**config.mk**
```make
export PLATFORM = sky130hd
export DESIGN_NAME = dmsn_fifo
export DESIGN_NICKNAME = d
export VERILOG_FILES = /design/src/sv/dmsn_pkg.sv /design/src/sv/dmsn_fifo.sv
export SDC_FILE = /design/constraint.sdc
export NUM_CORES = 1
export LEC_CHECK = 0
export BUFFER_PORTS_ARGS = -buffer_cell sky130_fd_sc_hd__buf_2
export CAP_MARGIN = 20
export CORE_ASPECT_RATIO = 1.4
export CORE_MARGIN = 4
export CORE_UTILIZATION = 35
export DETAILED_ROUTE_END_ITERATION = 12
export GPL_ROUTABILITY_DRIVEN = 0
export MAX_ROUTING_LAYER = met4
export PLACE_DENSITY = 0.58
export SYNTH_ARGS = -nofsm -noshare
export SYNTH_HDL_FRONTEND = slang
export SYNTH_SLANG_ARGS = --single-unit
```
**constraint.sdc**
```tcl
create_clock -name clk -period 3.7 [get_ports clk]
set_clock_uncertainty 0.2 [all_clocks]
set_input_delay 0.74 -clock clk [delete_from_list [all_inputs] [get_ports clk]]
set_output_delay 0.74 -clock clk [all_outputs]
set_load 0.02 [all_outputs]
```
**src/sv/dmsn_pkg.sv**
```systemverilog
// Shared types, constants and helpers of the depth map surface normal block.
// No dependencies; used by every module of the block.
package dmsn_pkg;

	localparam int GRID_DIM   = 128;
	localparam int COL_W      = $clog2(GRID_DIM);
	localparam int DEPTH_W    = 8;
	localparam int DIM_W      = 8;
	localparam int K_W        = 10;
	localparam int GRAD_W     = DEPTH_W + 1;
	localparam int MAG_W      = 15;
	localparam int NORM_W     = 16;
	localparam int ONE_Q14    = 16384;
	localparam int FRAC_SH    = 30;
	localparam int SQ_W       = 2 * K_W;
	localparam int SUM_W      = SQ_W + 1;
	localparam int ACC_W      = 56;
	localparam int CROSS_W    = 40;
	localparam int BIT_W      = 4;
	localparam int SH_W       = 5;
	localparam int LANES      = 3;
	localparam int FIFO_DEPTH = 4;
	localparam int FIFO_AW    = $clog2(FIFO_DEPTH);
	localparam int WR_IDX_W   = 2;

	typedef enum logic [WR_IDX_W-1:0] {
		REG_GRID_WIDTH  = 2'd0,
		REG_GRID_HEIGHT = 2'd1,
		REG_FLAT_TERM   = 2'd2
	} cfg_reg_t;

	typedef enum logic [2:0] {
		BK_IDLE,
		BK_SQUARE,
		BK_SUM,
		BK_ITER,
		BK_FINISH
	} back_state_t;

	typedef struct packed {
		logic signed [GRAD_W-1:0] gx;
		logic signed [GRAD_W-1:0] gy;
		logic [COL_W-1:0]         col;
		logic [COL_W-1:0]         row;
		logic                     done;
	} grad_item_t;

	function automatic logic [DIM_W-1:0] clamp_dim(input logic [DIM_W-1:0] v);
		logic [DIM_W-1:0] r;
		r = v;
		if (v < DIM_W'(3))
			r = DIM_W'(3);
		else if (v > DIM_W'(GRID_DIM))
			r = DIM_W'(GRID_DIM);
		return r;
	endfunction

endpackage

```
**src/sv/dmsn_fifo.sv**
```systemverilog
// Short request queue between the front end and the normalizer.
// Depends on dmsn_pkg for the request type and depth.
module dmsn_fifo import dmsn_pkg::*; (
	input  logic       clk,
	input  logic       arst_n,
	input  logic       wr_valid,
	output logic       wr_ready,
	input  grad_item_t wr_item,
	output logic       rd_valid,
	input  logic       rd_pop,
	output grad_item_t rd_item
);

	grad_item_t           slot_q [FIFO_DEPTH];
	logic [FIFO_AW-1:0]   wp_q, rp_q;
	logic [FIFO_AW:0]     cnt_q;
	logic                 do_wr, do_rd;

	assign wr_ready = cnt_q != (FIFO_AW+1)'(FIFO_DEPTH);
	assign rd_valid = cnt_q != '0;
	assign do_wr    = wr_valid && wr_ready;
	assign do_rd    = rd_pop && rd_valid;
	assign rd_item  = slot_q[rp_q];

	always_ff @(posedge clk) begin
		if (do_wr)
			slot_q[wp_q] <= wr_item;
	end

	always_ff @(posedge clk or negedge arst_n) begin
		if (!arst_n) begin
			wp_q  <= '0;
			rp_q  <= '0;
			cnt_q <= '0;
		end else begin
			if (do_wr)
				wp_q <= wp_q + FIFO_AW'(1);
			if (do_rd)
				rp_q <= rp_q + FIFO_AW'(1);
			cnt_q <= cnt_q + (FIFO_AW+1)'(do_wr) - (FIFO_AW+1)'(do_rd);
		end
	end

endmodule

```
# --- After elaboration in Yosys (flattened, before gate mapping) ---
# Memory sizes are Yosys's and may differ from the RTL's.
# Cells that the tools add are included.
word_totals:
  reg_bits: 7
  ram_bits: 132
  inputBits: 37
  out_inout_bits: 35
  wordCells: 14
  mem_count: 1
classes:
  addsub: 4
  n_eq_ne: 1
  mux: 2
  reduce_logical: 3
mem_list:
  columns: ["name", "words", "width", "read_ports", "rd_clocked_by_memory_dff", "wr", "line", "source"]
  rows:
  - ["slot_q", 4, 33, 1, 0, 1, "dmsn_fifo.sv:14", "grad_item_t slot_q [FIFO_DEPTH];"]
ops:
  columns: ["operator", "count"]
  rows:
  - ["2-bit by 1-bit adder with 2-bit output (second input constant)", 2]
  - ["3-bit by 1-bit adder with 3-bit output", 1]
  - ["3-bit inequality test (second input constant)", 1]
  - ["3-bit nonzero test", 1]
  - ["3-bit by 1-bit subtractor with 3-bit output", 1]
  - ["1-bit logical AND", 2]
  - ["1-bit two-way mux", 2]

# --- Logic depth before layout (Yosys ltp) ---
depth:
  depth_word: 4
  mapped_depth: 9
  mapped_depth_nobuf: 9

# --- Worst setup path before layout ---
# OpenSTA, ideal clock, no wires.
synth_path:
  path_type: "register to register"
  startpoint: "reg cnt_q[1]"
  endpoint: "reg cnt_q[2]"
  setup_ps: 129
  t_arrival_ps: 1970
  required_time_ps: 3371
  setup_slack_ps: 1401
  path_stages_with_launch: 10
  n_path_buf: 0
  period_less_slack_ps: 2299
  path_cell_list: "dfrtp_1 > nor3b_2 > nand2b_1 > ha_1 > inv_1 > ha_1 > inv_1 > fa_1 > xnor2_1 > xnor2_1"
synth_via:
  elab_chain_len: 4
  word_cells_on_any_way: 6
  classes_between: "add/sub (2); eq/ne (1); reduce/logical (3)"
synth_lines:
  columns: ["item", "line", "source"]
  rows:
  - ["start, declared", "dmsn_fifo.sv:16", "logic [FIFO_AW:0] cnt_q;"]
  - ["start signal, assigned", "dmsn_fifo.sv:40", "cnt_q <= cnt_q + (FIFO_AW+1)'(do_wr) - (FIFO_AW+1)'(do_rd);"]
  - ["3-bit inequality test", "dmsn_fifo.sv:19", "assign wr_ready = cnt_q != (FIFO_AW+1)'(FIFO_DEPTH);"]
  - ["1-bit logical AND", "dmsn_fifo.sv:21", "assign do_wr = wr_valid && wr_ready;"]
  - ["3-bit by 1-bit adder with 3-bit output", "dmsn_fifo.sv:40", null]
  - ["3-bit by 1-bit subtractor with 3-bit output *", "dmsn_fifo.sv:40", null]
# Mark *: on every way between the ends. The rest lies on a longest branch, timed or not.
# A chain may end at the register's enable or synchronous reset.

==> metrics.csv <==
metric,value,unit
ant_nets,0,
drc,0,
num_rows,52,
syn_nets,258,
final_cell_mix,"edfxtp_1, buf_2, mux4_2",
rsz0062_at_grt,no,
synthAdderAreaFrac,1.80,%
drt_iter0_markers,83,
fillCellCount,1296,
synth_xor_area_share,0.663,%
p_seq_share,43.8,%
final_common_cell,edfxtp_1,
dr.pass1.iters,5,
crit_arrival,2.24,ns
start_util,36.1,%
dp_hpwl,5510,microns
power,5.30,mW
fin_crit,3.18,ns
status,completed,
setup_tns,0,ns
power.switching,1.64,mW
crit_fanout,16,
crit_required,2.76,ns
power.share.clock,28.0,%
ys_types,21,
synth_top_family_by_area,multiplexers,
vias_per_cell,4.74,
clock-sinks,139,
cts_tree,yes,
synth_compound_area_share,0.616,%
min_period_over_period,86.0,%
leakage,2.21,nW
worstSkewPairLatency,0.40,ns
tightest_slew,0.913,ns
worstHoldPathType,in -> reg,
worstSetupStartpointType,flip-flop,
antenna_found_initial,0,
cpPeakStageDelay,0.71,ns
cts_root_buf,clkbuf_16,
dieArea,17200,sq um
diodes,0,
p_sw_share,30.9,%
crit_path_cell_trace,buf_4 -> mux4_1 -> buf_2,
io_buffers,71,
setup_violations,0,
ys_seq_area_share,78.4,%
slowest_stage,dfrtp_2,
layout.nets,344,
syn_inst,214,
die_y,153,microns
synth-seq-cells,139,
grt_overflow_total,0,
synth_area,5280,sq um
fin_cells,500,
core,14600,sq um
max_slew_margin,39.1,%
peakVddDrop,0.414,mV
power_frac_comb,28.1,%
path_class,reg -> out,
grt_start_max_net_pins,35,
grt_pass1_wl,14600,microns
critical-path-top-delay-family,flip-flops,
drt_wl_total,9100,microns
synth.area.mux_share,14.4,%
grtUsageTotal,11.8,%
dp.cells,469,
cap_viol_max_count,0,
pin_count,72,
synth.avg_cell_area,24.7,sq um
synth-simple-area-share,1.99,%
drive_gt1_share,44.1,%
vias,2368,
htree_levels,4,
power_density,833,nW/um^2
cts-buffers-inserted,17,
ys.warnings.count,0,
syn_to_final_growth,20.3,%
clockBufferDepth,2,
final_hold_viol_count,0,
p_int,3.66,mW
dieWidth,112,microns
wire_per_inst,18.2,microns
critPathBufInv,2,
cp-end-kind,output port,
fmax,0.314,GHz
grt_pass1_vias,2681,
utilization,43.4,%
path_clk_slew,0.06,ns
slew_viol_final,0,
[state kept, by name (all words and copies together), names as in the netlist]
name	count
slot_q	132
cnt_q	3
wp_q	2
rp_q	2
[final timing paths]
check                                 start  slack [ns]  cells past startpoint       endpoint
worst max-delay path                rp_q[0]        0.52                      3     rd_item[2]
worst min-delay path            wr_item[20]        0.35                      1  slot_q[3][20]
worst max register to register     cnt_q[1]        1.16                      9       cnt_q[2]
worst min register to register      wp_q[1]        0.41                      2        wp_q[1]
max in group asynchronous            arst_n        2.62                      2        rp_q[1]
min in group asynchronous            arst_n        0.50                      2       cnt_q[0]
[cells by family (layout without fill, tap and decap cells)]
group / count (synthesis) / in the layout
muxes: 33 / 33
DFF: 139 / 139
and+or+nand+nor: 13 / 13
xor gates and xnor gates: 4 / 4
adders and majority gates: 7 / 7
AOI/OAI and AO/OA: 4 / 4
buffers and inverters: 14 / 111
[metal layers]
metal / vias to the layer above / global-route usage [%] / share of wire, %
li1: 1075 / - / -
met1: 1231 / 13.2 / 39
met2: 53 / 19.5 / 55
met3: 9 / 3.88 / 4.5
met4: 0 / 5.04 / 1.1
met5: - / - / 0
[cell type report]
| cell class | instances | area (sq um) | share of cell area, % |
|---|---|---|---|
| repair buffers | 75 | 388 | 6.10 |
| clock inverters | 13 | 105 | 1.65 |
| inverters | 6 | 22.5 | 0.354 |
| well taps | 189 | 236 | 3.72 |
| flip-flops and latches | 139 | 4140 | 65.2 |
| clock buffers | 17 | 425 | 6.70 |
| multi-input cells | 61 | 1030 | 16.3 |
[power by group through the flow]
stage                     clock, mW  sequential [mW]  combinational (mW)
final                          1.48             2.32                1.49
after global routing           1.61             2.37                1.62
after CTS                      1.53             2.34                1.54
after detailed placement          0             2.37                1.54
after global placement            0             2.35                1.54
after floorplan                   0             2.19                1.25
[synthesized netlist by cell type]
cell,number,area [sq um]
xor2_1,1,8.76
xnor2_1,3,26.3
o211ai_1,2,15.0
mux4_1,5,131
nand2_1,1,3.75
buf_2,4,20.0
ha_1,6,75.1
buf_12,3,60.1
o31a_1,1,8.76
nor3b_2,1,12.5
nand4bb_1,2,22.5
or3_1,1,6.26
edfxtp_1,132,3960
fa_1,1,20.0
dfrtp_1,7,175
nand2b_1,4,25.0
o311ai_0,1,8.76
mux4_2,28,631
inv_1,6,22.5
and3b_1,4,35.0
buf_6,1,11.3
[timing repair]
| action | CTS | global route |
|---|---|---|
| hold buffers | 1 | 0 |
| endpoints found under the hold margin | 7 | 0 |
| buffers inserted | 0 | 0 |
| resized for setup | 0 | 0 |
[per-stage QoR]
| step | hold slack, ns | setup WS (ns) | area [sq um] |
|---|---|---|---|
| 2_1_floorplan | 0.244 | 1.40 | 5280 |
| 3_3_place_gp | 0.371 | 0.857 | 5810 |
| 3_5_place_dp | 0.384 | 0.859 | 5810 |
| 4_1_cts | 0.324 | 0.413 | 6350 |
| 5_1_grt | 0.327 | 0.322 | 6350 |
| 6_report | 0.350 | 0.517 | 6350 |
No activity file was read; power rests on OpenSTA's default activity.
