===== src/sv/dmsn_pkg.sv =====
// Shared types, constants and helpers of the depth map surface normal block.
// No dependencies; used by every module of the block.
package dmsn_pkg;

	localparam int GRID_DIM   = 128;
	localparam int COL_W      = $clog2(GRID_DIM);
	localparam int DEPTH_W    = 8;
	localparam int DIM_W      = 8;
	localparam int K_W        = 10;
	localparam int GRAD_W     = DEPTH_W + 1;
	localparam int MAG_W      = 15;
	localparam int NORM_W     = 16;
	localparam int ONE_Q14    = 16384;
	localparam int FRAC_SH    = 30;
	localparam int SQ_W       = 2 * K_W;
	localparam int SUM_W      = SQ_W + 1;
	localparam int ACC_W      = 56;
	localparam int CROSS_W    = 40;
	localparam int BIT_W      = 4;
	localparam int SH_W       = 5;
	localparam int LANES      = 3;
	localparam int FIFO_DEPTH = 4;
	localparam int FIFO_AW    = $clog2(FIFO_DEPTH);
	localparam int WR_IDX_W   = 2;

	typedef enum logic [WR_IDX_W-1:0] {
		REG_GRID_WIDTH  = 2'd0,
		REG_GRID_HEIGHT = 2'd1,
		REG_FLAT_TERM   = 2'd2
	} cfg_reg_t;

	typedef enum logic [2:0] {
		BK_IDLE,
		BK_SQUARE,
		BK_SUM,
		BK_ITER,
		BK_FINISH
	} back_state_t;

	typedef struct packed {
		logic signed [GRAD_W-1:0] gx;
		logic signed [GRAD_W-1:0] gy;
		logic [COL_W-1:0]         col;
		logic [COL_W-1:0]         row;
		logic                     done;
	} grad_item_t;

	function automatic logic [DIM_W-1:0] clamp_dim(input logic [DIM_W-1:0] v);
		logic [DIM_W-1:0] r;
		r = v;
		if (v < DIM_W'(3))
			r = DIM_W'(3);
		else if (v > DIM_W'(GRID_DIM))
			r = DIM_W'(GRID_DIM);
		return r;
	endfunction

endpackage


===== src/sv/dmsn_front.sv =====
// Front end: sample counters, the two line stores and the central differences.
// Depends on dmsn_pkg; feeds requests for the normalizer through dmsn_fifo.
module dmsn_front import dmsn_pkg::*; (
	input  logic               clk,
	input  logic               arst_n,
	input  logic               push,
	output logic               full,
	input  logic [DEPTH_W-1:0] depth_sample,
	input  logic [DIM_W-1:0]   grid_w,
	input  logic [DIM_W-1:0]   grid_h,
	output logic               item_valid,
	output grad_item_t         item,
	input  logic               item_ready
);

	logic [DEPTH_W-1:0] older_mem [GRID_DIM];
	logic [DEPTH_W-1:0] newer_mem [GRID_DIM];

	logic [COL_W-1:0]   col_q, row_q;
	logic               valid_s1, emit_s1, done_s1;
	logic [COL_W-1:0]   col_s1, row_s1;
	logic [DEPTH_W-1:0] d_s1, up_s1, mid_s1, right_s1, left_q;
	logic               advance, accept, emit, done;
	logic [DIM_W-1:0]   col_x, row_x;

	assign advance = !valid_s1 || !emit_s1 || item_ready;
	assign full    = !advance;
	assign accept  = push && advance;
	assign col_x   = {1'b0, col_q};
	assign row_x   = {1'b0, row_q};
	assign emit    = (row_x >= DIM_W'(2)) && (row_x < grid_h) && (col_x >= DIM_W'(1))
		&& ((col_x + DIM_W'(2)) <= grid_w);
	assign done    = (row_x == grid_h - DIM_W'(1)) && (col_x == grid_w - DIM_W'(2));

	always_ff @(posedge clk) begin
		if (accept) begin
			up_s1    <= older_mem[col_q];
			mid_s1   <= newer_mem[col_q];
			right_s1 <= newer_mem[col_q + COL_W'(1)];
			d_s1     <= depth_sample;
			col_s1   <= col_q;
			row_s1   <= row_q - COL_W'(1);
			emit_s1  <= emit;
			done_s1  <= done;
		end
		if (advance && valid_s1) begin
			older_mem[col_s1] <= mid_s1;
			newer_mem[col_s1] <= d_s1;
			left_q            <= mid_s1;
		end
	end

	always_ff @(posedge clk or negedge arst_n) begin
		if (!arst_n) begin
			col_q    <= '0;
			row_q    <= '0;
			valid_s1 <= 1'b0;
		end else begin
			if (advance)
				valid_s1 <= accept;
			if (accept) begin
				if ((col_x + DIM_W'(1)) >= grid_w) begin
					col_q <= '0;
					row_q <= ((row_x + DIM_W'(1)) >= grid_h) ? '0 : row_q + COL_W'(1);
				end else begin
					col_q <= col_q + COL_W'(1);
				end
			end
		end
	end

	assign item_valid = valid_s1 && emit_s1;
	assign item.gx    = $signed({1'b0, right_s1}) - $signed({1'b0, left_q});
	assign item.gy    = $signed({1'b0, d_s1}) - $signed({1'b0, up_s1});
	assign item.col   = col_s1;
	assign item.row   = row_s1;
	assign item.done  = done_s1;

endmodule


===== config.mk =====
export PLATFORM = sky130hd
export DESIGN_NAME = dmsn_front
export DESIGN_NICKNAME = d
export VERILOG_FILES = /design/src/sv/dmsn_pkg.sv /design/src/sv/dmsn_front.sv
export SDC_FILE = /design/constraint.sdc
export NUM_CORES = 2
export LEC_CHECK = 0
export BUFFER_PORTS_ARGS = -buffer_cell sky130_fd_sc_hd__clkbuf_2
export CORE_AREA = 2 2 395 397
export DETAILED_ROUTE_END_ITERATION = 10
export DIE_AREA = 0 0 397 399
export GPL_ROUTABILITY_DRIVEN = 0
export PLACE_DENSITY = 0.76
export RECOVER_POWER = 25
export SKIP_CTS_REPAIR_TIMING = 1
export SKIP_LAST_GASP = 1
export SYNTH_ARGS = -nofsm -noshare
export SYNTH_HDL_FRONTEND = slang
export SYNTH_SLANG_ARGS = --single-unit

===== constraint.sdc =====
create_clock -name clk -period 7.3 [get_ports clk]
set_input_delay 0.73 -clock clk [delete_from_list [all_inputs] [get_ports clk]]
set_output_delay 0.73 -clock clk [all_outputs]
set_load 0.005 [all_outputs]

## After elaboration in Yosys (flattened, before gate mapping)

Memories as Yosys holds them, arrays and structs flattened. A register that Yosys moved wholly into a read port is not among the register bits.
Cells that the tools add are included.

- Bits in writable memories: 2048
- Output and inout bits: 35
- Memories kept: 2
- Bits of input ports: 28
- Logic and storage cells: 46
- Register bits: 47

- Magnitude comparators: 6
- Reductions and logical operators: 13
- Eq/ne operators: 2
- Multiplexer cells: 4
- $add $sub $neg: 10

Memories:

| name | depth | bits a word | rd ports | clocked after memory_dff | wr ports | line | RTL |
|---|---|---|---|---|---|---|---|
| newer_mem | 128 | 8 | 2 | 2 | 1 | dmsn_front.sv:17 | `logic [DEPTH_W-1:0] newer_mem [GRID_DIM];` |
| older_mem | 128 | 8 | 1 | 1 | 1 | dmsn_front.sv:16 | `logic [DEPTH_W-1:0] older_mem [GRID_DIM];` |

Operators with widths:

| operator | number |
|---|---|
| 8-bit by 8-bit subtractor with 9-bit output | 2 |
| 7-bit by 1-bit adder with 8-bit output, second input constant | 2 |
| 7-bit by 8-bit equality test with 1-bit output | 2 |
| 8-bit greater-or-equal comparator | 2 |
| 7-bit by 1-bit adder with 7-bit output, second input constant | 2 |
| 7-bit two-way mux | 2 |
| 7-bit by 2-bit adder with 8-bit output, second input constant | 1 |
| 8-bit less-or-equal comparator | 1 |
| 7-bit by 8-bit < comparator with 1-bit output | 1 |
| 8-bit by 1-bit subtractor with 8-bit output, second input constant | 1 |
| 8-bit by 2-bit subtractor with 8-bit output, second input constant | 1 |
| 7-bit by 1-bit greater-or-equal comparator with 1-bit output, second input constant | 1 |
| 7-bit by 2-bit greater-or-equal comparator with 1-bit output, second input constant | 1 |
| 1-bit logical AND | 7 |
| 7-bit by 1-bit subtractor with 7-bit output, second input constant | 1 |
| 1-bit zero test | 3 |
| 1-bit logical OR | 2 |
| 1-bit two-way mux | 2 |
| 2-bit AND reduction | 1 |

## Logic depth before layout (Yosys ltp)

- Depth in word-level cells: 6
- Gate-level depth with buffers: 20
- Mapped depth without buffers: 11

## Worst setup path before layout

OpenSTA, ideal clock, no wires.

- Path kind: register to register
- Start: register col_q[1]
- End: register row_q[1]
- Cell stages (with the launch flop): 20
- Required time: 7.204 ns
- Arrival: 4.360 ns
- Setup slack: 2.844 ns
- Setup time: 0.096 ns
- Buffers on the path: 9
- Clock period less this slack: 4.456 ns
- Path through: dfrtp_1 -> buf_6 -> buf_6 -> buf_4 -> inv_1 -> buf_2 -> clkbuf_1 -> ha_1 -> clkbuf_1 -> buf_1 -> clkbuf_1 -> inv_1 -> ha_1 -> a21boi_0 -> o21a_1 -> o2111ai_1 -> a32oi_1 -> nand2_1 -> clkbuf_1 -> o31ai_1

- Cells in the longest elaborated chain, start to end: 3

RTL lines:

| item | line | RTL |
|---|---|---|
| from (decl) | dmsn_front.sv:19 | `logic [COL_W-1:0] col_q, row_q;` |
| from (signal assigned) | dmsn_front.sv:66 | `col_q <= col_q + COL_W'(1);` |
| 7-bit by 1-bit adder with 8-bit output | dmsn_front.sv:62 | `if ((col_x + DIM_W'(1)) >= grid_w) begin` |
| 8-bit greater-or-equal comparator | dmsn_front.sv:62 |  |
| 2-bit AND reduction (no line) | -- |  |
| to (signal assigned) | dmsn_front.sv:64 | `row_q <= ((row_x + DIM_W'(1)) >= grid_h) ? '0 : row_q + COL_W'(1);` |
| to (decl) | dmsn_front.sv:19 |  |

Every way passes these cells.
A chain may end at the register's enable or synchronous reset.

==> impl_metrics.toml <==
[run_status]
status = "finished with violations"
violations = "capacitance limit, slew limit"

[critical_path]
arrival_ns = 5.04
cp-end-kind = "output pin"
path_cells = "clkbuf_1 -> ha_1 -> nor2b_1 -> o21ai_0 -> nand2b_1 -> a21o_1 -> a21o_1 -> a21o_1 -> a21oi_1 -> clkbuf_2"
cpMostUsedCell = "a21o_1"
rr_worst_depth = 8
crit_cells = 10
critical-path-slowest-cell = "clkbuf_1"
crit_fanout = 54
path_class = "reg -> out"
crit_buf_inv = 2
cp_slowest_stage_delay_ns = 1.96
start_kind = "flop"
path_delay_family = "buffers and inverters"
cp_data_required_time_ns = 6.57

[sta]
tns_ns = 0
holdWs_ns = 0.0769
max_freq_mhz = 173
fin_crit_sh_pct = 79.0
period_minus_slack_ns = 5.77
tightest_slew_ns = 4.68
hold_violations = 0
fin_skew_ns = 0.0446
rsz0062_at_grt = "false"
slew_viol_final = 1000
setup_violations = 0
relSlewSlack_pct = -212

[die]
start_util_pct = 59.7
rows = 144
fp.dieH_um = 399
fp.coreArea_um2 = 154000
design.die.area_um2 = 158000
ios = 63
die_width_um = 397

[power_and_ir_drop]
p_int_mw = 26.7
p_comb_share_pct = 38.1
seq_power_share_pct = 36.9
p_switching_mw = 15.0
max-vdd-ir-drop_uv = 417
power_density_nw_per_um2 = 412
p_clk_share_pct = 25.1
swShare_pct = 36.1
p_leak_nw = 32.6
power.total_mw = 41.7

[final_layout]
area_growth_pct = 10.4
final_util_pct = 65.9
nets = 5082
multi_input_comb_area_um2 = 26300
instances_no_fill = 7221
regArea_um2 = 63600
drive_gt1_share_pct = 25.1
n_fill_cell = 9803

[drt]
drc_errors = 0
viasPerCell = 7.29
finalWirelength_um = 264000
dr.pass1.iters = 6
drt_iter0_drc = 8844
num_vias = 52627
wire_per_inst_um = 36.6
drtAntennaViolNets = 0

[clocking]
tritoncts.num_buffers = 206
ctsHtreeMaxLevel = 4
root_buffer = "clkbuf_16"
clkTransAtPathRegs_ns = 0.06
cts_tree = "built"
clk_latency_ns = 0.85
clk_path_buf_depth = 3
cts_sinks = 2119

[logic_synthesis]
synth_top_flop_cell = "edfxtp_1"
ys_seq_area_share_pct = 69.2
synthTopCellsByArea = "edfxtp_1 (69%), mux4_2 (18%), mux2i_1 (2.5%)"
syn-num-nets = 4906
synth_area_leader_cell = "edfxtp_1"
synth_top_area_share_pct = 68.8
synth_cell_type_count = 62
synth.most_common_cell = "edfxtp_1"
ys_ff_latch = 2119
syn_inst = 4819
synth_area_um2 = 91800
yosysWarnings = 0
synthArstFlopShare_pct = 0.708
postSynthAreaPerCell_um2 = 19.0
synth_edf_count = 2104
ys_top_cells_by_count = "edfxtp_1 (2104), mux4_2 (719), nand2_1 (416)"

[flow_run]
drv_cap = 19

[worst_hold_path]
min_path_cells = 1
hold_path_class = "in -> reg"

[place]
place_inst = 6830
hpwl_um = 158000
io_buffers = 62

[global_route]
grt_max_degree = 128
grt_pass1_wl_um = 374000
antenna_found_initial = 15
overflow = 0
grt_pass1_vias = 51221
grtUsageTotal_pct = 33.6
-- placed cells by master, fill, tap and decap left out, types with 14 or more instances in the layout --
cell type / Yosys / final
a21oi_1: 102 / 102
a31oi_1: 58 / 58
a32oi_1: 35 / 35
and3_1: 20 / 20
buf_4: 72 / 186
bufinv_16: 0 / 19
clkbuf_1: 110 / 72
clkbuf_16: 0 / 208
clkbuf_2: 0 / 60
clkinv_1: 0 / 51
clkinv_2: 0 / 36
edfxtp_1: 2104 / 2104
ha_1: 57 / 56
inv_1: 57 / 55
mux2i_1: 233 / 229
mux4_2: 719 / 719
nand2_1: 416 / 416
nand3_1: 136 / 136
nand4_1: 45 / 45
nor2_1: 161 / 146
nor2_2: 0 / 15
nor2b_1: 15 / 14
nor3_1: 14 / 14
o21ai_0: 63 / 63
o221ai_1: 63 / 63
o22ai_1: 19 / 19
xnor2_1: 24 / 23
xor2_1: 21 / 21
-- metal layers --
metal,vias to the layer above,part of all wire [%],global-route usage [%]
met3,878,14,10.6
met2,4342,46,50.3
met4,16,6.6,18.7
met5,-,0.045,0
met1,27027,33,44.4
li1,20364,-,-
-- registers in the layout, summed over array words and instances (netlist names), 8 cells and up --
| signal | count |
|---|---|
| newer_mem | 1024 |
| older_mem | 1024 |
| d_s1 | 8 |
| left_q | 8 |
| mid_s1 | 8 |
| right_s1 | 8 |
| up_s1 | 8 |
-- worst paths after layout --
kind                                 startpoint                     to  slack (ns)
setup / recovery              d_s1[2]$_DFFE_PP_               item[23]        1.53
hold / removal                  depth_sample[7]      d_s1[7]$_DFFE_PP_        0.08
setup reg to reg           col_q[1]$_DFFE_PN0P_  right_s1[0]$_DFFE_PP_        1.70
hold reg to reg               emit_s1$_DFFE_PP_   valid_s1$_DFFE_PN0N_        0.65
max in group asynchronous                arst_n   col_q[0]$_DFFE_PN0P_        5.88
min in group asynchronous                arst_n   row_q[6]$_DFFE_PN0P_        0.63
-- worst reg2reg max path, cell delays in order, from the launching register on --
cell and delay [ns]:
dfrtp_1 1.68, ha_1 0.56, a21oi_1 0.13, or3b_2 0.55, mux2i_4 0.94, buf_4 0.52
nand3_1 0.23, nand4_1 0.54, nand4_1 0.15
-- cells by family after synthesis --
logic type      count (synthesis)  synth area share [%]
xor+xnor                       45                 0.429
fa+ha+maj                      59                 0.821
simple gates                  846                  4.00
compound gates                422                  3.06
flops                        2119                  69.2
mux                           955                  20.2
buf+inv                       373                  2.23
-- power by group through the flow --
| stage | registers, mW | logic, mW | clock network [mW] |
|---|---|---|---|
| after floorplan | 15.7 | 10.0 | 0 |
| after global placement | 15.5 | 15.3 | 0 |
| after detailed placement | 15.5 | 15.5 | 0 |
| after CTS | 15.2 | 15.6 | 10.5 |
| after global routing | 15.4 | 16.4 | 11.0 |
| final | 15.4 | 15.9 | 10.5 |
-- layout make-up --
class                      count  share of cell area [%]
inverter                      60                   0.235
tap                         2044                    2.52
clock buffer                 259                    5.34
multi-input combinational   2327                    26.0
sequential                  2119                    62.8
clock inverter               127                    1.17
antenna                        4                 0.00988
timing repair buffer         281                    2.00
-- metrics by stage --
stage / setup WS (ns) / cell area (µm²)
floorplan: 2.84 / 91800
CTS: 2.51 / 101000
detailed placement: 2.52 / 94800
global route: 1.22 / 101000
finish: 1.53 / 101000
global placement: 2.63 / 94800
Power figures use the tool's default switching activity.
