File: src/sv/dmsn_pkg.sv
// Shared types, constants and helpers of the depth map surface normal block.
// No dependencies; used by every module of the block.
package dmsn_pkg;

	localparam int GRID_DIM   = 128;
	localparam int COL_W      = $clog2(GRID_DIM);
	localparam int DEPTH_W    = 8;
	localparam int DIM_W      = 8;
	localparam int K_W        = 10;
	localparam int GRAD_W     = DEPTH_W + 1;
	localparam int MAG_W      = 15;
	localparam int NORM_W     = 16;
	localparam int ONE_Q14    = 16384;
	localparam int FRAC_SH    = 30;
	localparam int SQ_W       = 2 * K_W;
	localparam int SUM_W      = SQ_W + 1;
	localparam int ACC_W      = 56;
	localparam int CROSS_W    = 40;
	localparam int BIT_W      = 4;
	localparam int SH_W       = 5;
	localparam int LANES      = 3;
	localparam int FIFO_DEPTH = 4;
	localparam int FIFO_AW    = $clog2(FIFO_DEPTH);
	localparam int WR_IDX_W   = 2;

	typedef enum logic [WR_IDX_W-1:0] {
		REG_GRID_WIDTH  = 2'd0,
		REG_GRID_HEIGHT = 2'd1,
		REG_FLAT_TERM   = 2'd2
	} cfg_reg_t;

	typedef enum logic [2:0] {
		BK_IDLE,
		BK_SQUARE,
		BK_SUM,
		BK_ITER,
		BK_FINISH
	} back_state_t;

	typedef struct packed {
		logic signed [GRAD_W-1:0] gx;
		logic signed [GRAD_W-1:0] gy;
		logic [COL_W-1:0]         col;
		logic [COL_W-1:0]         row;
		logic                     done;
	} grad_item_t;

	function automatic logic [DIM_W-1:0] clamp_dim(input logic [DIM_W-1:0] v);
		logic [DIM_W-1:0] r;
		r = v;
		if (v < DIM_W'(3))
			r = DIM_W'(3);
		else if (v > DIM_W'(GRID_DIM))
			r = DIM_W'(GRID_DIM);
		return r;
	endfunction

endpackage

File: src/sv/dmsn_back.sv
// Normalizer: squares, sum and a bit-per-cycle search of each Q1.14 component.
// Depends on dmsn_pkg; takes requests from dmsn_fifo and holds one finished result.
module dmsn_back import dmsn_pkg::*; (
	input  logic                     clk,
	input  logic                     arst_n,
	input  logic                     in_valid,
	output logic                     in_pop,
	input  grad_item_t               in_item,
	input  logic [K_W-1:0]           flat_term,
	output logic                     out_valid,
	input  logic                     out_pop,
	output logic [COL_W-1:0]         out_col,
	output logic [COL_W-1:0]         out_row,
	output logic signed [NORM_W-1:0] out_nx,
	output logic signed [NORM_W-1:0] out_ny,
	output logic [MAG_W-1:0]         out_nz,
	output logic                     out_done
);

	back_state_t state_q, state_nxt;
	grad_item_t  item_q;
	logic [K_W-1:0]             mag_q  [LANES];
	logic [SQ_W-1:0]            sq_q   [LANES];
	logic signed [ACC_W-1:0]    p_q    [LANES];
	logic signed [CROSS_W-1:0]  q_q    [LANES];
	logic [MAG_W-1:0]           m_q    [LANES];
	logic signed [ACC_W-1:0]    cand   [LANES];
	logic                       hit    [LANES];
	logic [SUM_W-1:0]           s_q;
	logic [BIT_W-1:0]           bit_q;
	logic [SH_W-1:0]            sh_q, sh_s;
	logic                       load_out, out_valid_q;
	logic signed [GRAD_W:0]     gx_e, gy_e;

	assign gx_e = (GRAD_W+1)'(item_q.gx);
	assign gy_e = (GRAD_W+1)'(item_q.gy);
	assign sh_q = SH_W'(bit_q) + SH_W'(2);
	assign sh_s = SH_W'({bit_q, 1'b0}) + SH_W'(2);

	always_comb begin
		for (int i = 0; i < LANES; i++) begin
			cand[i] = p_q[i] + (ACC_W'(q_q[i]) <<< sh_q)
				+ $signed(ACC_W'(s_q) << sh_s);
			hit[i]  = cand[i] <= $signed(ACC_W'({sq_q[i], FRAC_SH'(0)}));
		end
	end

	always_comb begin
		state_nxt = state_q;
		case (state_q)
			BK_IDLE:   if (in_valid) state_nxt = BK_SQUARE;
			BK_SQUARE: state_nxt = BK_SUM;
			BK_SUM:    state_nxt = BK_ITER;
			BK_ITER:   if (bit_q == '0) state_nxt = BK_FINISH;
			BK_FINISH: if (!out_valid_q || out_pop) state_nxt = BK_IDLE;
			default:   state_nxt = BK_IDLE;
		endcase
	end

	always_comb begin
		in_pop   = (state_q == BK_IDLE) && in_valid;
		load_out = (state_q == BK_FINISH) && (!out_valid_q || out_pop);
	end

	always_ff @(posedge clk) begin
		if (in_pop) begin
			item_q   <= in_item;
			mag_q[0] <= in_item.gx[GRAD_W-1] ? K_W'(-(GRAD_W+1)'(in_item.gx))
				: K_W'(in_item.gx);
			mag_q[1] <= in_item.gy[GRAD_W-1] ? K_W'(-(GRAD_W+1)'(in_item.gy))
				: K_W'(in_item.gy);
			mag_q[2] <= flat_term;
		end
		if (state_q == BK_SQUARE) begin
			for (int i = 0; i < LANES; i++)
				sq_q[i] <= mag_q[i] * mag_q[i];
		end
		if (state_q == BK_SUM) begin
			s_q   <= SUM_W'(sq_q[0]) + SUM_W'(sq_q[1]) + SUM_W'(sq_q[2]);
			bit_q <= BIT_W'(MAG_W - 1);
			for (int i = 0; i < LANES; i++) begin
				p_q[i] <= ACC_W'(SUM_W'(sq_q[0]) + SUM_W'(sq_q[1]) + SUM_W'(sq_q[2]));
				q_q[i] <= -$signed(CROSS_W'(SUM_W'(sq_q[0]) + SUM_W'(sq_q[1])
					+ SUM_W'(sq_q[2])));
				m_q[i] <= '0;
			end
		end
		if (state_q == BK_ITER) begin
			bit_q <= bit_q - BIT_W'(1);
			for (int i = 0; i < LANES; i++) begin
				if (hit[i]) begin
					p_q[i]        <= cand[i];
					q_q[i]        <= q_q[i] + $signed(CROSS_W'(s_q) << (sh_q - SH_W'(1)));
					m_q[i][bit_q] <= 1'b1;
				end
			end
		end
		if (load_out) begin
			out_col  <= item_q.col;
			out_row  <= item_q.row;
			out_done <= item_q.done;
			if (s_q == '0) begin
				out_nx <= '0;
				out_ny <= '0;
				out_nz <= MAG_W'(ONE_Q14);
			end else begin
				out_nx <= (gx_e > 0) ? -$signed(NORM_W'(m_q[0])) : $signed(NORM_W'(m_q[0]));
				out_ny <= (gy_e > 0) ? -$signed(NORM_W'(m_q[1])) : $signed(NORM_W'(m_q[1]));
				out_nz <= m_q[2];
			end
		end
	end

	always_ff @(posedge clk or negedge arst_n) begin
		if (!arst_n) begin
			state_q     <= BK_IDLE;
			out_valid_q <= 1'b0;
		end else begin
			state_q <= state_nxt;
			if (load_out)
				out_valid_q <= 1'b1;
			else if (out_pop)
				out_valid_q <= 1'b0;
		end
	end

	assign out_valid = out_valid_q;

endmodule

File: config.mk
export PLATFORM = sky130hd
export DESIGN_NAME = dmsn_back
export DESIGN_NICKNAME = d
export VERILOG_FILES = /design/src/sv/dmsn_pkg.sv /design/src/sv/dmsn_back.sv
export SDC_FILE = /design/constraint.sdc
export NUM_CORES = 2
export LEC_CHECK = 0
export BUFFER_PORTS_ARGS = -buffer_cell sky130_fd_sc_hd__clkbuf_2
export CORE_MARGIN = 2
export CORE_UTILIZATION = 59
export CTS_CLUSTER_DIAMETER = 100
export DETAILED_ROUTE_END_ITERATION = 8
export GPL_TIMING_DRIVEN = 0
export HOLD_SLACK_MARGIN = 0.12
export PLACE_DENSITY = 0.79
export SLEW_MARGIN = 0
export SYNTH_ARGS = -nofsm -noshare
export SYNTH_HDL_FRONTEND = slang
export SYNTH_SLANG_ARGS = --single-unit
File: constraint.sdc
create_clock -name clk -period 12.05 [get_ports clk]
set_clock_uncertainty 0.05 [all_clocks]
set_input_delay 1.8075 -clock clk [delete_from_list [all_inputs] [get_ports clk]]
set_output_delay 1.8075 -clock clk [all_outputs]
set_load 0.05 [all_outputs]
# After elaboration in Yosys (flattened, before gate mapping)
# Memory sizes are Yosys's and may differ from the RTL's. A register that Yosys moved wholly into a read port is not among the register bits.
# Cells that the tools add are included.
[totals]
input_bits = 47
ff_bits = 109
mem_count = 5
wordCells = 216
ramBits = 423
out_inout_bits = 64
[mem_list]
columns = ["name", "depth", "word_bits", "read_ports", "rd_ports_with_merged_regs", "wr", "line", "text"]
rows = [
  ["p_q", 3, 56, 3, 0, 3, "dmsn_back.sv:24", "logic signed [ACC_W-1:0] p_q [LANES];"],
  ["q_q", 3, 40, 3, 0, 3, "dmsn_back.sv:25", "logic signed [CROSS_W-1:0] q_q [LANES];"],
  ["sq_q", 3, 20, 3, 0, 3, "dmsn_back.sv:23", "logic [SQ_W-1:0] sq_q [LANES];"],
  ["m_q", 3, 15, 3, 1, 3, "dmsn_back.sv:26", "logic [MAG_W-1:0] m_q [LANES];"],
  ["mag_q", 3, 10, 3, 0, 3, "dmsn_back.sv:22", "logic [K_W-1:0] mag_q [LANES];"],
]
[op_classes]
n_eq_ne = 7
mux = 83
add_sub_neg = 24
n_mul = 3
bitwise = 53
order_cmp = 7
n_reduce_logical = 13
n_shift = 5
[op_table]
columns = ["operator", "n"]
rows = [
  ["adder 56 bit", 6],
  ["<= comparator 56 x 51 -> 1 bit", 3],
  ["2-to-1 mux 56 bit", 3],
  ["<<< shifter 40 x 5 -> 56 bit", 3],
  ["adder 40 bit", 3],
  ["2-to-1 mux 40 bit", 3],
  ["2-to-1 mux 15 bit", 5],
  ["adder 20 x 20 -> 21 bit", 3],
  ["2-to-1 mux 1 bit", 63],
  ["multiplier 10 x 10 -> 20 bit", 3],
  ["<< shifter 21 x 5 -> 56 bit", 1],
  ["bitwise OR 1 bit", 51],
  ["adder 21 x 20 -> 22 bit", 2],
  ["negation 22 -> 40 bit", 1],
  ["<< shifter 21 x 5 -> 40 bit", 1],
  ["negation 15 -> 16 bit", 2],
  ["adder 21 x 20 -> 21 bit", 1],
  ["logical NOT 21 bit", 1],
  ["2-to-1 mux 10 bit", 2],
  ["negation 9 -> 10 bit", 2],
  ["> comparator 9 x 1 -> 1 bit (second input constant)", 2],
  ["case mux 3 bit (5 select lines)", 1],
  ["2-to-1 mux 3 bit", 3],
  ["2-to-1 mux 4 bit", 2],
  ["other kinds (20)", 28],
]

# Depth between registers and ports, before layout
[logic_depth]
word_depth = 9
mapped_depth = 50
depth_no_buf = 41

# Worst setup path after synthesis
# No wires, ideal clock.
[synth_path]
path_type = "register to register"
startpoint = "register bit_q[0]"
endpoint = "memory p_q[0][0] (enable)"
synth_period_minus_slack_ps = 12448
arrival_time_ps = 11940
slack_ps = -398
stages_incl_launch_ff = 42
t_required_ps = 11542
setup_ps = 458
path_cell_list = "edfxtp_1 > buf_1 > clkbuf_1 > inv_1 > clkbuf_1 > buf_1 > ha_1 > clkbuf_1 > buf_1 > clkbuf_1 > o21ai_0 > mux2i_1 > mux2i_1 > o21ai_0 > fa_1 > ha_1 > and3_1 > nor2b_1 > (+6 left out) > o21ai_0 > a31o_2 > a221o_1 > xor2_1 > ha_1 > nand4_1 > nor3_1 > nand3_1 > or4_1 > nor4_1 > or4b_1 > nor4_1 > and4b_1 > a41oi_1 > nor3_1 > nor2_1 > clkbuf_1 > nand2_1"
[synth_lines]
columns = ["item", "line", "text"]
rows = [
  ["start, declared", "dmsn_back.sv:30", "logic [BIT_W-1:0] bit_q;"],
  ["start signal, assigned", "dmsn_back.sv:80", "bit_q <= BIT_W'(MAG_W - 1);"],
  ["start signal, assigned", "dmsn_back.sv:89", "bit_q <= bit_q - BIT_W'(1);"],
  ["end, declared", "dmsn_back.sv:24", ""],
]

==> flow_summary_export.csv <==
group,metric,value,unit
drt,drt-pass1-iter-count,7,
clock_tree,cts_root_buf,"clkbuf_16",
drt,drt-vias-per-instance,6.927,
synthesis,muxShareOfSynthArea,0.08748,
floorplanning,coreArea,102200,µm²
layout,fin_nets,7827,
setup_path,endpoint_kind,"flip-flop",
synthesis,synth_area_leader_cell,"edfxtp_1",
floorplanning,chipHeight,325.5,µm
grt,antenna_found_initial,15,
synthesis,yosysTopAreaCellShare,0.2649,
clock_tree,cts_hold_buf,0,
setup_path,critical_path_required,12.53,ns
synthesis,synthSimpleGateAreaFrac,0.1444,
layout,drive_gt1_frac,0.1199,
layout,final_area,67960,µm²
drt,drt_iter0_drc,8216,
drt,antenna_left,0,
placed_design,io_buffers,110,
timing,final_max_slew_viol_count,35,
floorplanning,die_w,325.5,µm
placed_design,dp.final_hpwl,216800,µm
setup_path,path_class,"flip-flop to flip-flop",
clock_tree,clock_latency,0.69,ns
placed_design,dpl.cell_count,8122,
grt,grt_pass1_vias,55380,
grt,grt_max_degree,57,
placed_design,place_ws,-4.499,ns
synthesis,synth_compound_area_frac,0.1596,
clock_tree,cts_tree,"done",
hold_path,hold_class,"flip-flop to flip-flop",
timing,hold_viol,0,
synthesis,netlist_area,60980,µm²
clock_tree,cts_made_buffers,66,
layout,final_common_cell,"inv_1",
layout,area_delta_synth_final,11.43,%
synthesis,synth_xor_area_frac,0.05687,
timing,setup_ws,-0.2120,ns
synthesis,synth-seq-cells,542,
synthesis,synth_area_leaders,"edfxtp_1 (26%), ha_1 (12%), fa_1 (11%), inv_1 (4.0%), nand2_1 (4.0%)",
timing,post-route-min-period,12.26,ns
synthesis,yosysWarnings,0,
grt,grt_pass1_wl,382300,µm
floorplanning,initial_core_util,0.5968,
setup_path,worst_setup_path_start_kind,"flip-flop",
synthesis,synth_fa_ha_area_frac,0.2260,
clock_tree,clockBufferDepth,3,
drt,wl_per_cell,32.79,µm
floorplanning,io_pins,111,
drt,vias,57580,
synthesis,syn_inst,6607,
timing,tns,-16.65,ns
placed_design,gp_congestion,1.162,
timing,fin_crit_sh,1.018,
job,cap_viol_max_count,7,
timing,clock.fmax,0.08155,GHz
placed_design,placed_area,63870,µm²
setup_path,cpPeakStageDelay,1.11,ns
drt,drcViolationCount,0,
setup_path,cp_slowest_cell,"o21ai_0",
timing,setup_viol,188,
synthesis,synth_top_family_by_area,"adder cells",
grt,grt_util_all_layers,0.5026,
timing,worst_pin_slew,1.893,ns
setup_path,arrival,12.75,ns
floorplanning,die_area,106000,µm²
floorplanning,rows,117,
clock_tree,cts_max_level,3,
clock_tree,cts.sinks,542,
setup_path,crit_fanout,33,
timing,relSlewSlack,-0.2617,
synthesis,avgSynthCellArea,9.230,µm²
synthesis,ys_seq_area_frac,0.2666,
synthesis,synth-edff-count,538,
synthesis,synthArstFlopShare,0.007380,
drt,drt-total-wl,272600,µm
layout,mostFrequentLayoutCells,"inv_1 (652), nand2_1 (643), ha_1 (559)",
grt,grt-ovfl-total,0,
layout,layout.cells.non_filler,8312,
outcome,violations,"capacitance limit, slew limit, setup timing",
synthesis,ys.flop_type,"edfxtp_1",
clock_tree,clk_pin_slew_worst_paths,0.07,ns
synthesis,ys_types,94,
setup_path,cp_common_cell,"nand4_1",
outcome,outcome,"finished with violations",
==> routing by layer <==
metal,global-route usage,routed length (µm),up-vias,part of all wire
li1,-,-,23900,-
met1,0.6021,94300,27850,0.35
met2,0.7376,112400,4536,0.41
met3,0.1962,39500,1280,0.14
met4,0.3629,26320,12,0.097
met5,0,100,-,0.00037
==> flip-flops by register name, summed over array words and instances (netlist names), 4 cells and up <==
name     flops
bit_q        4
q_q        120
sq_q        57
out_ny      16
gx_e         9
gy_e         9
mag_q       28
out_nx      16
out_col      7
p_q        168
out_nz      15
m_q         45
out_row      7
s_q         21
item_q      15
==> critical path, delay by kind of cell, from the launching register on <==
kind	cells	cell delay, ns
AO/OA/AOI/OAI	13	3.92
XOR/XNOR	1	0.18
flip-flops	1	0.49
adder cells (fa/ha/maj)	3	1.28
buffers and inverters	10	2.12
AND/OR/NAND/NOR	16	3.96
==> cells by family after synthesis <==
family                     Yosys count
and+or+nand+nor                   1881
DFF                                542
muxes                              400
buffers and inverters              931
xor gates and xnor gates           396
other                                2
AOI/OAI and AO/OA                 1555
adders and majority gates          900
==> synthesized netlist by cell type (all sizes together), types with 71 or more instances <==
master,instances
inv,654
nand2,650
ha,564
edfxtp,538
nor2,497
a21oi,452
o21ai,433
fa,336
xnor2,244
mux2i,218
clkbuf,204
and2,176
a21o,164
xor2,152
mux4,92
nand3,92
mux2,90
nor2b,88
nor3,78
buf,73
nand2b,71
==> layout make-up <==
| cell class | instances | area [µm²] |
|---|---|---|
| tap | 1368 | 1712 |
| inverter | 654 | 2462 |
| multi-input combinational | 5142 | 42420 |
| clock inverter | 38 | 397.9 |
| timing repair buffer | 201 | 1548 |
| sequential | 542 | 16260 |
| fill | 7679 | 34220 |
| antenna | 11 | 27.53 |
| buffer | 273 | 1383 |
| clock buffer | 83 | 1747 |
==> metrics by stage <==
step	util	hold WS, ns
3_3_place_gp	0.6192	0.3535
6_report	0.6651	0.3696
2_1_floorplan	-	0.3503
5_1_grt	0.6648	0.3748
4_1_cts	0.6571	0.3692
3_5_place_dp	0.6250	0.3545
==> final timing paths <==
path                                        start                      to  slack, ns  depth (start not counted)
hold / removal               item_q[11]$_DFFE_PP_    out_col[3]$_DFFE_PP_       0.37                          0
min in group asynchronous                  arst_n  state_q[2]$_DFFE_PN0P_       0.87                          1
max in group asynchronous                  arst_n  state_q[0]$_DFFE_PN0P_      10.94                          1
setup / recovery           bit_q[0]$_SDFFCE_PN0N_    m_q[0][11]$_DFFE_PP_      -0.21                         43
hold reg to reg              item_q[11]$_DFFE_PP_    out_col[3]$_DFFE_PP_       0.37                          0
setup reg to reg           bit_q[0]$_SDFFCE_PN0N_    m_q[0][11]$_DFFE_PP_      -0.21                         43
==> what timing repair did <==
| item | in CTS | in global routing |
|---|---|---|
| cloned | 3 | 1 |
| gates resized for setup | 262 | 176 |
| setup buffers | 21 | 32 |
| pin swaps | 19 | 32 |
| endpoints found under the setup margin | 663 | 663 |
Power is left out: the tool's default activity adds up to more than one toggle a clock period on the data nets, which glitch-free logic cannot reach.
